`src/sv/fixed_point_alu_q24_8_defines.svh`:
```
// Assertion macros for the fixed-point ALU.
// Taken in by the top level; they expect clk and arst_n in scope.
`ifndef FIXED_POINT_ALU_Q24_8_DEFINES_SVH
`define FIXED_POINT_ALU_Q24_8_DEFINES_SVH

// The consequent must hold in the same cycle as the antecedent.
`define FPA_ASSERT_NOW(label, ante, cons) \
	label: assert property (@(posedge clk) disable iff (!arst_n) (ante) |-> (cons)) \
		else $error("fpa: same-cycle check failed");

// The consequent must hold in the cycle after the antecedent.
`define FPA_ASSERT_NEXT(label, ante, cons) \
	label: assert property (@(posedge clk) disable iff (!arst_n) (ante) |=> (cons)) \
		else $error("fpa: next-cycle check failed");

`endif

```
`src/sv/fpa_pkg.sv`:
```
// Shared types, constants and helper functions of the fixed-point ALU.
// No dependencies; every other file of the block but the assertion macro header uses it.
`timescale 1ns / 1ps

package fpa_pkg;

	localparam int OP_W          = 32;  // width of the operand and result fields
	localparam int XW            = 64;  // internal width of sign-extended operands
	localparam int FRAC_BITS_DEF = 8;
	localparam int WIDTH_DEF     = 32;
	localparam int DIV_STEP      = 4;   // quotient bits retired per divider stage

	typedef enum logic [3:0] {
		CMD_ADD      = 4'd0,
		CMD_SUB      = 4'd1,
		CMD_MUL      = 4'd2,
		CMD_DIV      = 4'd3,
		CMD_GT       = 4'd4,
		CMD_LT       = 4'd5,
		CMD_GE       = 4'd6,
		CMD_LE       = 4'd7,
		CMD_EQ       = 4'd8,
		CMD_NE       = 4'd9,
		CMD_MIN      = 4'd10,
		CMD_MAX      = 4'd11,
		CMD_INC      = 4'd12,
		CMD_DEC      = 4'd13,
		CMD_FROM_INT = 4'd14,
		CMD_TO_INT   = 4'd15
	} cmd_t;

	typedef struct packed {
		logic [3:0]             command;
		logic signed [OP_W-1:0] operand_a;
		logic signed [OP_W-1:0] operand_b;
	} req_t;

	typedef struct packed {
		logic signed [OP_W-1:0] result_value;
		logic                   compare_true;
		logic                   divide_by_zero;
	} rsp_t;

	// Divider result: low bits of the quotient magnitude plus sign and error flags.
	typedef struct packed {
		logic [OP_W-1:0] q_mag;
		logic            negate;
		logic            by_zero;
	} div_res_t;

	// Number of divider stages for a dividend of OP_W + fb magnitude bits.
	function automatic int div_stages(input int fb);
		return (OP_W + fb + DIV_STEP - 1) / DIV_STEP;
	endfunction

	// Keep the low w bits and sign-extend from bit w-1.
	function automatic logic [XW-1:0] wrap64(input logic [XW-1:0] x, input int w);
		logic [XW-1:0] r;
		for (int i = 0; i < XW; i++) begin
			r[i] = (i < w) ? x[i] : x[w-1];
		end
		return r;
	endfunction

	// Wrap to w bits, then keep the low OP_W bits for the result field.
	function automatic logic [OP_W-1:0] fit32(input logic [XW-1:0] x, input int w);
		logic [XW-1:0] r;
		r = wrap64(x, w);
		return r[OP_W-1:0];
	endfunction

endpackage

```
`src/sv/fpa_mult.sv`:
```
// Two-stage fixed-point multiplier built from 32x32 partial products.
// Depends on fpa_pkg; stage enables come from the top-level pipeline control.
`timescale 1ns / 1ps

module fpa_mult #(
	parameter int WIDTH     = fpa_pkg::WIDTH_DEF,
	parameter int FRAC_BITS = fpa_pkg::FRAC_BITS_DEF
) (
	input  logic                     clk,
	input  logic [1:0]               en,
	input  logic [fpa_pkg::XW-1:0]   a,
	input  logic [fpa_pkg::XW-1:0]   b,
	output logic [fpa_pkg::OP_W-1:0] product
);

	localparam int HW = fpa_pkg::XW / 2;

	logic [fpa_pkg::XW-1:0] pp_ll_s2;
	logic [HW-1:0]          pp_hl_s2;
	logic [HW-1:0]          pp_lh_s2;
	logic [fpa_pkg::OP_W-1:0] prod_s3;

	logic [fpa_pkg::XW-1:0]        full_c;
	logic signed [fpa_pkg::XW-1:0] shifted_c;

	// Only the low 64 bits of the product matter, so the high-by-high term drops out
	// and the cross terms are needed modulo 2^32.
	always_ff @(posedge clk) begin
		if (en[0]) begin
			pp_ll_s2 <= a[HW-1:0] * b[HW-1:0];
			pp_hl_s2 <= a[fpa_pkg::XW-1:HW] * b[HW-1:0];
			pp_lh_s2 <= a[HW-1:0] * b[fpa_pkg::XW-1:HW];
		end
	end

	always_comb begin
		full_c    = pp_ll_s2 + {HW'(pp_hl_s2 + pp_lh_s2), {HW{1'b0}}};
		shifted_c = $signed(full_c) >>> FRAC_BITS;
	end

	always_ff @(posedge clk) begin
		if (en[1]) begin
			prod_s3 <= fpa_pkg::fit32(shifted_c, WIDTH);
		end
	end

	assign product = prod_s3;

endmodule

```
`config.mk`:
```
export PLATFORM = sky130hd
export DESIGN_NAME = fpa_mult
export DESIGN_NICKNAME = d
export VERILOG_FILES = /design/src/sv/fixed_point_alu_q24_8_defines.svh /design/src/sv/fpa_pkg.sv /design/src/sv/fpa_mult.sv
export SDC_FILE = /design/constraint.sdc
export NUM_CORES = 2
export LEC_CHECK = 0
export BUFFER_PORTS_ARGS = -buffer_cell sky130_fd_sc_hd__buf_2
export CORE_MARGIN = 3
export CORE_UTILIZATION = 30
export CTS_BUF_LIST = sky130_fd_sc_hd__clkbuf_4 sky130_fd_sc_hd__clkbuf_8
export CTS_CLUSTER_SIZE = 8
export DETAILED_ROUTE_END_ITERATION = 8
export GPL_ROUTABILITY_DRIVEN = 1
export GPL_TIMING_DRIVEN = 0
export HOLD_SLACK_MARGIN = 0.03
export PLACE_DENSITY_LB_ADDON = 0.1
export SLEW_MARGIN = 5
export SYNTH_ARGS = -nofsm -noshare
export SYNTH_HDL_FRONTEND = slang
export SYNTH_SLANG_ARGS = --single-unit
```
`constraint.sdc`:
```
create_clock -name clk -period 7.6 [get_ports clk]
set_input_delay 0.76 -clock clk [delete_from_list [all_inputs] [get_ports clk]]
set_output_delay 0.76 -clock clk [all_outputs]
set_load 0.005 [all_outputs]
```
==> metrics.cfg <==
[sta]
setup_viol = 0
max-slew-margin-rel_pct = 23.0
slew_viol_final = 0
worst_pin_slew_ps = 1150
skew_ps = 11.2
fin_crit_sh_pct = 98.6
setup_tns_ps = 0
rsz0062_at_grt = yes
hold_viol = 0
clock.fmax_ghz = 0.133
fin_crit_ps = 7490

[die]
ios = 163
die_h_um = 307
num_rows = 109
core_um2 = 89200
die_area_um2 = 94300
initial_core_util_pct = 30.5
die_w_um = 307

[logic_synthesis]
synthCells = 2841
async_flop_share_pct = 0
synth.area.top_cells = fa_1 48%, and2_1 11%, inv_1 9.4%, edfxtp_1 8.8%, ha_1 8.6%
ys_top_cells_by_count = 678 x inv_1, 649 x fa_1, 500 x and2_1
synth_edf_count = 80
ys_types = 42
seq_area_frac_synth_pct = 8.83
syn_avg_cell_area_um2 = 9.57
yosysTopAreaCellShare_pct = 47.8
synthFlopType = edfxtp_1
ys_warn_count = 0
syn_area_um2 = 27200
synth.most_common_cell = inv_1
yosysTopAreaCell = fa_1
ys_ff_latch = 80
syn_nets = 3808

[worst_setup_path]
arrival_ps = 7600
path_cells = clkbuf_4, buf_8, nand2_1, fa_1, fa_1, inv_1, fa_1, fa_1, fa_1, fa_1, fa_1, inv_1, fa_1, inv_1, ha_2, a21o_1, a21o_1, a21o_1, a21oi_1, o21ai_1, a22o_1, a311oi_2, o21ba_2, xnor2_2
cp-start-kind = input port
endpoint_kind = flip-flop
critPathMaxFanout = 10
required_ps = 7700
crit_path_start = a[12]
crit_family = adder cells
critPathSlowestCell = fa_1
crit_buf_inv = 5
worstSetupPathType = in -> reg
cpPeakStageDelay_ps = 640
reg2reg_from = pp_lh_s2[0]
critPathMostFrequentCell = fa_1

[cells_and_area]
nFillCells = 9336
drive_gt1_share_pct = 9.74
seq_area_um2 = 2400
multi_input_area_um2 = 21900
final_nets = 3920
syn_to_final_growth_pct = 11.9

[global_routing]
grtUsageMet1_pct = 29.8
grt_max_degree = 49
grt_pass1_wl_um = 148000
grt_use_total_pct = 22.1
gr-total-overflow = 0
first_global_vias = 21600
use_met2_pct = 36.6
top_usage_layer = met2
use_met3_pct = 3.90
antenna_found_initial = 21

[clocking]
cts_buffers = 9
ctsLongestPathBuffers = 2
htree_num_levels = 3
cts_hold_buf = 0
clk_pin_slew_ps = 100
clkLatencyLatePin_ps = 390
cts_root_buf = clkbuf_8
cts_tree = built
clkSinkCount = 80

[detailed_routing]
wl_per_cell_um = 24.6
wl_um = 102000
via_per_inst = 4.69
route.detailed.drc = 0
vias = 19300
firstDrtPassIters = 5
ant_nets = 0
drtIter0Drc = 1190

[worst_hold_path]
hold_path_class = reg -> reg
hold_start = pp_ll_s2[16]

[flow_run]
max_cap_viol_count = 0

[place]
port_buffers = 108
hpwl_um = 86000
place.gp.congestion = 0.909

[status]
status = completed

==> sequential cells by signal, indices dropped and copies added, names as in the netlist <==
name,count
pp_ll_s2,32
product,32
pp_hl_s2,8
pp_lh_s2,8
==> metal layers <==
metal	up-vias	wire length, um
met1	10200	43600
met3	102	7290
met4	2	3100
met5	-	13
li1	8401	-
met2	641	47700
==> logic make-up (layout without fill, tap and decap cells) <==
kind of cell | count (synthesis) | after routing | synth area share [%]
flops | 80 | 80 | 8.83
fa+ha+maj | 836 | 836 | 56.4
xor+xnor | 122 | 122 | 3.93
buf+inv | 816 | 933 | 11.3
other cells | 0 | 4 | 0
compound gates | 107 | 107 | 2.62
simple gates | 880 | 880 | 17.0
==> path summary, 6_finish.rpt <==
kind / cells after the start / slack (ps) / to
min reg2reg: 0 / 420 / product[8]
max reg2reg: 11 / 4660 / product[31]
min: 0 / 420 / product[8]
max: 24 / 110 / pp_ll_s2[39]
==> cell type report <==
| type | instances | share of cell area (%) |
|---|---|---|
| Clock inverter | 7 | 0.271 |
| Buffer | 123 | 3.90 |
| Inverter | 678 | 8.36 |
| Antenna cell | 4 | 0.0329 |
| Sequential cell | 80 | 7.89 |
| Multi-Input combinational cell | 1945 | 72.1 |
| Clock buffer | 9 | 0.407 |
| Tap cell | 1165 | 4.79 |
| Timing Repair Buffer | 116 | 2.26 |
==> metrics by stage <==
| stage | cells | hold slack, ps | utilization [%] | setup WS, ps | area [um^2] |
|---|---|---|---|---|---|
| 2_1_floorplan | 2841 | 400 | - | 141 | 27200 |
| 3_3_place_gp | 4114 | 405 | 32.7 | -2210 | 29200 |
| 3_5_place_dp | 4114 | 405 | 32.7 | -2130 | 29200 |
| 4_1_cts | 4118 | 426 | 33.8 | 2.14 | 30200 |
| 5_1_grt | 4124 | 431 | 34.1 | -23.5 | 30400 |
| 6_report | 4127 | 423 | 34.1 | 106 | 30400 |
==> repair_timing <==
action | 4_1_cts | 5_1_grt
pin swaps | 5 | 11
resized for setup | 273 | 123
cloned | 0 | 0
endpoints found under the setup margin | 23 | 12
buffers inserted | 2 | 6
==> placed cells by master, fill, tap and decap left out, types with 21 or more instances in the layout <==
cell / n
clkbuf_4: 36
inv_1: 678
a21oi_1: 35
clkbuf_8: 36
buf_2: 86
edfxtp_1: 80
ha_1: 178
buf_4: 38
nand2_1: 329
xnor2_1: 103
nor2_1: 21
fa_1: 647
and2_1: 500
Power is not shown: default switching activity piles up to over one toggle a cycle in this logic, so the estimate is an artifact.
